`config.mk`:
```
export PLATFORM = sky130hd
export DESIGN_NAME = lnte_ctrl
export DESIGN_NICKNAME = d
export VERILOG_FILES = /design/src/rtl/core/lnte_pkg.sv /design/src/rtl/core/lnte_ctrl.sv
export SDC_FILE = /design/constraint.sdc
export NUM_CORES = 1
export LEC_CHECK = 0
export BUFFER_PORTS_ARGS = -buffer_cell sky130_fd_sc_hd__buf_2
export CORE_AREA = 3 3 40 42
export DETAILED_ROUTE_END_ITERATION = 7
export DIE_AREA = 0 0 43 45
export PLACE_DENSITY = 0.72
export REMOVE_ABC_BUFFERS = 1
export SETUP_SLACK_MARGIN = 0.3
export SLEW_MARGIN = 40
export SYNTH_ARGS = -nofsm -noshare
export SYNTH_HDL_FRONTEND = slang
export SYNTH_SLANG_ARGS = --single-unit
export TNS_END_PERCENT = 5
```
`constraint.sdc`:
```
create_clock -name clk -period 2.24 [get_ports clk]
set_clock_uncertainty 0.1 [all_clocks]
set_input_delay 0.112 -clock clk [delete_from_list [all_inputs] [get_ports clk]]
set_output_delay 0.112 -clock clk [all_outputs]
set_load 0.03 [all_outputs]
```
`src/rtl/core/lnte_pkg.sv`:
```
`timescale 1ns / 1ps
`default_nettype none
// ---------------------------------------------------------------------------
// lnte_pkg
// Shared constants, sequencer codes and control/status types of the tick
// engine.
// ---------------------------------------------------------------------------
package lnte_pkg;

  localparam int NEURONS_DEF  = 1024;
  localparam int POPS_DEF     = 4;
  localparam int SYNAPSES_DEF = 65536;
  localparam int LIST_MAX_DEF = 63;

  localparam int CFG_W  = 11;
  localparam int CIDX_W = 2;
  localparam int DATA_W = 32;
  localparam int ADDR_W = 16;
  localparam int REGN_W = 4;
  localparam int NOUT_W = 10;

  localparam logic [CIDX_W-1:0] CFG_COUNT = 2'd0;
  localparam logic [CIDX_W-1:0] CFG_POP1  = 2'd1;
  localparam logic [CIDX_W-1:0] CFG_POP2  = 2'd2;
  localparam logic [CIDX_W-1:0] CFG_POP3  = 2'd3;

  localparam logic [CFG_W-1:0] COUNT_RST = 11'd1024;
  localparam logic [CFG_W-1:0] POP1_RST  = 11'd800;
  localparam logic [CFG_W-1:0] POP2_RST  = 11'd1024;
  localparam logic [CFG_W-1:0] POP3_RST  = 11'd1024;

  localparam logic [REGN_W-1:0] RG_VOLT   = 4'd0;
  localparam logic [REGN_W-1:0] RG_INPUT  = 4'd1;
  localparam logic [REGN_W-1:0] RG_DRIVE  = 4'd2;
  localparam logic [REGN_W-1:0] RG_START  = 4'd3;
  localparam logic [REGN_W-1:0] RG_LENGTH = 4'd4;
  localparam logic [REGN_W-1:0] RG_TARGET = 4'd5;
  localparam logic [REGN_W-1:0] RG_LEAK   = 4'd6;
  localparam logic [REGN_W-1:0] RG_GAIN   = 4'd7;
  localparam logic [REGN_W-1:0] RG_WEIGHT = 4'd8;
  localparam logic [REGN_W-1:0] RG_DECAY  = 4'd9;

  localparam int ST_W = 5;
  localparam logic [ST_W-1:0] ST_CLR  = 5'd0;
  localparam logic [ST_W-1:0] ST_IDLE = 5'd1;
  localparam logic [ST_W-1:0] ST_A0   = 5'd2;
  localparam logic [ST_W-1:0] ST_A1   = 5'd3;
  localparam logic [ST_W-1:0] ST_A2   = 5'd4;
  localparam logic [ST_W-1:0] ST_A3   = 5'd5;
  localparam logic [ST_W-1:0] ST_F0   = 5'd6;
  localparam logic [ST_W-1:0] ST_F1   = 5'd7;
  localparam logic [ST_W-1:0] ST_F2   = 5'd8;
  localparam logic [ST_W-1:0] ST_D0   = 5'd9;
  localparam logic [ST_W-1:0] ST_D1   = 5'd10;
  localparam logic [ST_W-1:0] ST_Q0   = 5'd11;
  localparam logic [ST_W-1:0] ST_Q1   = 5'd12;
  localparam logic [ST_W-1:0] ST_Q2   = 5'd13;
  localparam logic [ST_W-1:0] ST_Q3   = 5'd14;
  localparam logic [ST_W-1:0] ST_QE   = 5'd15;
  localparam logic [ST_W-1:0] ST_DONE = 5'd16;

  typedef struct packed {
    logic [ST_W-1:0] op;
    logic            go_tick;
    logic            go_write;
  } ctl_t;

  typedef struct packed {
    logic clr_end;
    logic n_lt;
    logic spike;
    logic fan_go;
    logic t_ok;
    logic w_nz;
    logic q_end;
  } sts_t;

endpackage
`default_nettype wire

```
`src/rtl/core/lnte_ctrl.sv`:
```
`timescale 1ns / 1ps
`default_nettype none
// ---------------------------------------------------------------------------
// lnte_ctrl
// Sequencer: clearing pass, table writes and the tick walk over neurons,
// fan-out entries and synaptic currents.
// ---------------------------------------------------------------------------
module lnte_ctrl (
  input  wire logic          clk,
  input  wire logic          rst_n,
  input  wire logic          start,
  input  wire logic          in_command,
  input  wire lnte_pkg::sts_t sts,
  output lnte_pkg::ctl_t     ctl,
  output logic               busy
);

  logic [lnte_pkg::ST_W-1:0] state_r, state_nxt;

  always_ff @(posedge clk) begin
    if (!rst_n) begin
      state_r <= lnte_pkg::ST_CLR;
    end else begin
      state_r <= state_nxt;
    end
  end

  always_comb begin
    state_nxt = state_r;
    unique case (state_r)
      lnte_pkg::ST_CLR:  if (sts.clr_end) state_nxt = lnte_pkg::ST_IDLE;
      lnte_pkg::ST_IDLE: if (start && in_command) state_nxt = lnte_pkg::ST_A0;
      lnte_pkg::ST_A0:   state_nxt = sts.n_lt ? lnte_pkg::ST_A1 : lnte_pkg::ST_D0;
      lnte_pkg::ST_A1:   state_nxt = lnte_pkg::ST_A2;
      lnte_pkg::ST_A2:   state_nxt = lnte_pkg::ST_A3;
      lnte_pkg::ST_A3:   state_nxt = sts.spike ? lnte_pkg::ST_F0 : lnte_pkg::ST_A0;
      lnte_pkg::ST_F0:   state_nxt = sts.fan_go ? lnte_pkg::ST_F1 : lnte_pkg::ST_A0;
      lnte_pkg::ST_F1:   state_nxt = sts.t_ok ? lnte_pkg::ST_F2 : lnte_pkg::ST_F0;
      lnte_pkg::ST_F2:   state_nxt = lnte_pkg::ST_F0;
      lnte_pkg::ST_D0:   state_nxt = sts.n_lt ? lnte_pkg::ST_D1 : lnte_pkg::ST_DONE;
      lnte_pkg::ST_D1:   state_nxt = lnte_pkg::ST_Q0;
      lnte_pkg::ST_Q0:   state_nxt = sts.q_end ? lnte_pkg::ST_QE : lnte_pkg::ST_Q1;
      lnte_pkg::ST_Q1:   state_nxt = sts.w_nz ? lnte_pkg::ST_Q2 : lnte_pkg::ST_Q0;
      lnte_pkg::ST_Q2:   state_nxt = lnte_pkg::ST_Q3;
      lnte_pkg::ST_Q3:   state_nxt = lnte_pkg::ST_Q0;
      lnte_pkg::ST_QE:   state_nxt = lnte_pkg::ST_D0;
      lnte_pkg::ST_DONE: state_nxt = lnte_pkg::ST_IDLE;
      default:           state_nxt = lnte_pkg::ST_IDLE;
    endcase
  end

  assign busy         = (state_r != lnte_pkg::ST_IDLE);
  assign ctl.op       = state_r;
  assign ctl.go_tick  = !busy && start && in_command;
  assign ctl.go_write = !busy && start && !in_command;

endmodule
`default_nettype wire

```
==> out/metrics.csv <==
metric;value;unit
Global Route Usage Sum;14.4;%
yosys warns;0;
WHS Path Cells;2;
Reg with most FFs;state_r;
synthesized instance count;65;
Synth top area share;21.8;%
hold endpoint;state_r[2]$_SDFFE_PN0P_;
max reg flops;5;
worst-margin pin slew;591;ps
maximum fanout along the worst path;16;
H-tree depth;1;
Initial DRC Count;11;
Clock Latency Late Sink;250;ps
CTS sink cnt;5;
root buf cell;clkbuf_4;
Fin Setup TNS;0;ps
Layout Cells excl Fill;99;
number of port buffers;18;
final hold violations;0;
RSZ-0062 raised after global routing;false;
Die Footprint;1940;um^2
WL/cell;13.7;um
dpl cells;94;
Mapped Area;459;um^2
# DRC;0;
Tmin final;1850;ps
Netlist cell types;29;
dpl hpwl;899;um
Total Wirelength;1360;um
Worst R2R End;state_r[2]$_SDFFE_PN0P_;
clock slew at reported path FFs;40;ps
initial antenna violation count;0;
row cnt;13;
Worst Path Arrival;1640;ps
Max Cap Viol;0;
area leader, netlist;dfxtp_1;
Peak supply drop;257;uV
cts bufs inserted;3;
layout cells sized above 1;32.1;%
Core ar.;1280;um^2
worst setup path class;reg -> out;
Die Ht;45;um
CTS tree;yes;
detailed-route via count;573;
Synth Register Bits;5;
Area Overhead vs Synth;30.2;%
top cells by area, synth;dfxtp_1 (22%), a21oi_1 (6.5%), nand2b_1 (5.4%);
Max Root-Sink Buffers;2;
slack of the worst reg-to-reg path;570;ps
hold path startpoint;rst_n;
# diodes;0;
Crit. End Element;output port;
worst rel slew slack;60.6;%
Critical Path Start Type;flop;
DR vias/cell;5.79;
First-pass DRT Iterations;4;
Fmax;541;MHz
Leak;0.241;nW
gpl congestion;0.766;
period utilization;82.5;%
Top Registers;state_r: 5 flops;
pwr dens;443;nW/um^2
first-pass GRT wire length;2120;um
commonest non-fill, non-tap cell in the layout;buf_2;
Remaining Overflow, GRT;0;
sequential area share after synthesis;21.8;%
final net count;96;
run status;complete, no violations;
Final ANT Viol Nets;0;
Critical R2R Launch;state_r[0]$_SDFFE_PN0P_;
Final Setup Violations;0;
Mapped Avg Cell Area;7.06;um^2
I/O pin cnt;19;
Crit path required time;2030;ps
Hold WS;41.1;ps
starting density of the core;35.7;%
largest net degree at the start of global routing;19;
Die Width;43;um
vias in the first global route;461;
most frequent cells in the layout;buf_2 (17), a21oi_1 (6), nand2_1 (5), nor2_1 (5);
R2R cell count;4;
Hold Crit Class;in -> reg;
pins over their slew limit;0;
-- metal layers --
metal	wire, um	GRT usage (%)	vias to the layer above
met5	0	0	-
met4	0	3.61	0
met3	112	5.58	0
met2	614	21.0	24
met1	631	19.9	272
li1	-	-	277
-- timing repair --
action	4_1_cts	5_1_grt
gates resized for setup	1	4
gates cloned	0	0
endpoints found under the setup margin	2	2
hold buffers	1	0
buffers inserted	0	0
endpoints found under the hold margin	1	0
-- power by group --
| part | leakage, nW | internal [mW] | switching [mW] | total, mW |
|---|---|---|---|---|
| registers | 0.0419 | 0.0907 | 0.0101 | 0.101 |
| clock network | 0.0150 | 0.0675 | 0.0392 | 0.107 |
| logic | 0.184 | 0.0258 | 0.0318 | 0.0575 |
| total | 0.241 | 0.184 | 0.0811 | 0.265 |
-- cell usage after synthesis --
library cell and instances:
nand4b_1 1, nor4bb_1 1, nand2_1 5, nand2b_1 4, nand3b_1 3, or3_1 2
buf_4 1, nand3_1 2, or3_4 1, inv_1 2, or3b_1 1, xnor2_1 1
o21ai_0 4, o31a_1 1, buf_2 4, dfxtp_1 5, and3_1 3, nor2_1 5
nor3b_1 1, a31oi_1 2, inv_2 1, a211oi_1 1, a21oi_1 6, nor3b_2 1
o21ai_1 1, o41ai_1 1, a311oi_1 2, nor3_1 2, nor4_1 1
-- cell families (layout without fill, tap and decap cells) --
group	after synthesis	in the layout	share of synthesized area [%]
AO/OA/AOI/OAI	18	18	24.0
buffers and inverters	8	27	8.45
AND/OR/NAND/NOR	33	33	43.9
XOR/XNOR	1	1	1.91
flip-flops	5	5	21.8
-- per-stage QoR --
step,setup slack [ps],util [%],power (mW),cell area (um^2)
2_1_floorplan,374,-,0.134,432
6_report,393,46.5,0.265,598
3_5_place_dp,527,42.6,0.156,548
4_1_cts,374,45.6,0.266,586
3_3_place_gp,571,42.6,0.156,548
5_1_grt,297,46.5,0.281,598
-- critical path, cell delays in order, from the launching register on --
cell     delay [ps]
dfxtp_4         390
or3_4           410
nor3b_4         230
and3_1          170
buf_2           190
-- area by class of cell --
type	count	area (um^2)
multi-input combinational	52	327
clock buffer	4	26.3
fill	131	687
sequential	5	105
tap	15	18.8
inverter	3	11.3
timing repair buffer	20	110
-- worst max path at each step --
stage | startpoint | end | slack, ps | depth (start not counted)
2_1_floorplan | state_r[2]$_SDFFE_PN0P_ | ctl[0] | 370 | 4
3_5_place_dp | state_r[2]$_SDFFE_PN0P_ | ctl[1] | 530 | 4
4_1_cts | state_r[2]$_SDFFE_PN0P_ | ctl[1] | 370 | 4
6_report | state_r[2]$_SDFFE_PN0P_ | ctl[1] | 390 | 4
3_3_place_gp | state_r[2]$_SDFFE_PN0P_ | ctl[1] | 570 | 4
5_1_grt | state_r[0]$_SDFFE_PN0P_ | ctl[0] | 300 | 4
Note: power is estimated with default switching activity, not from simulation.
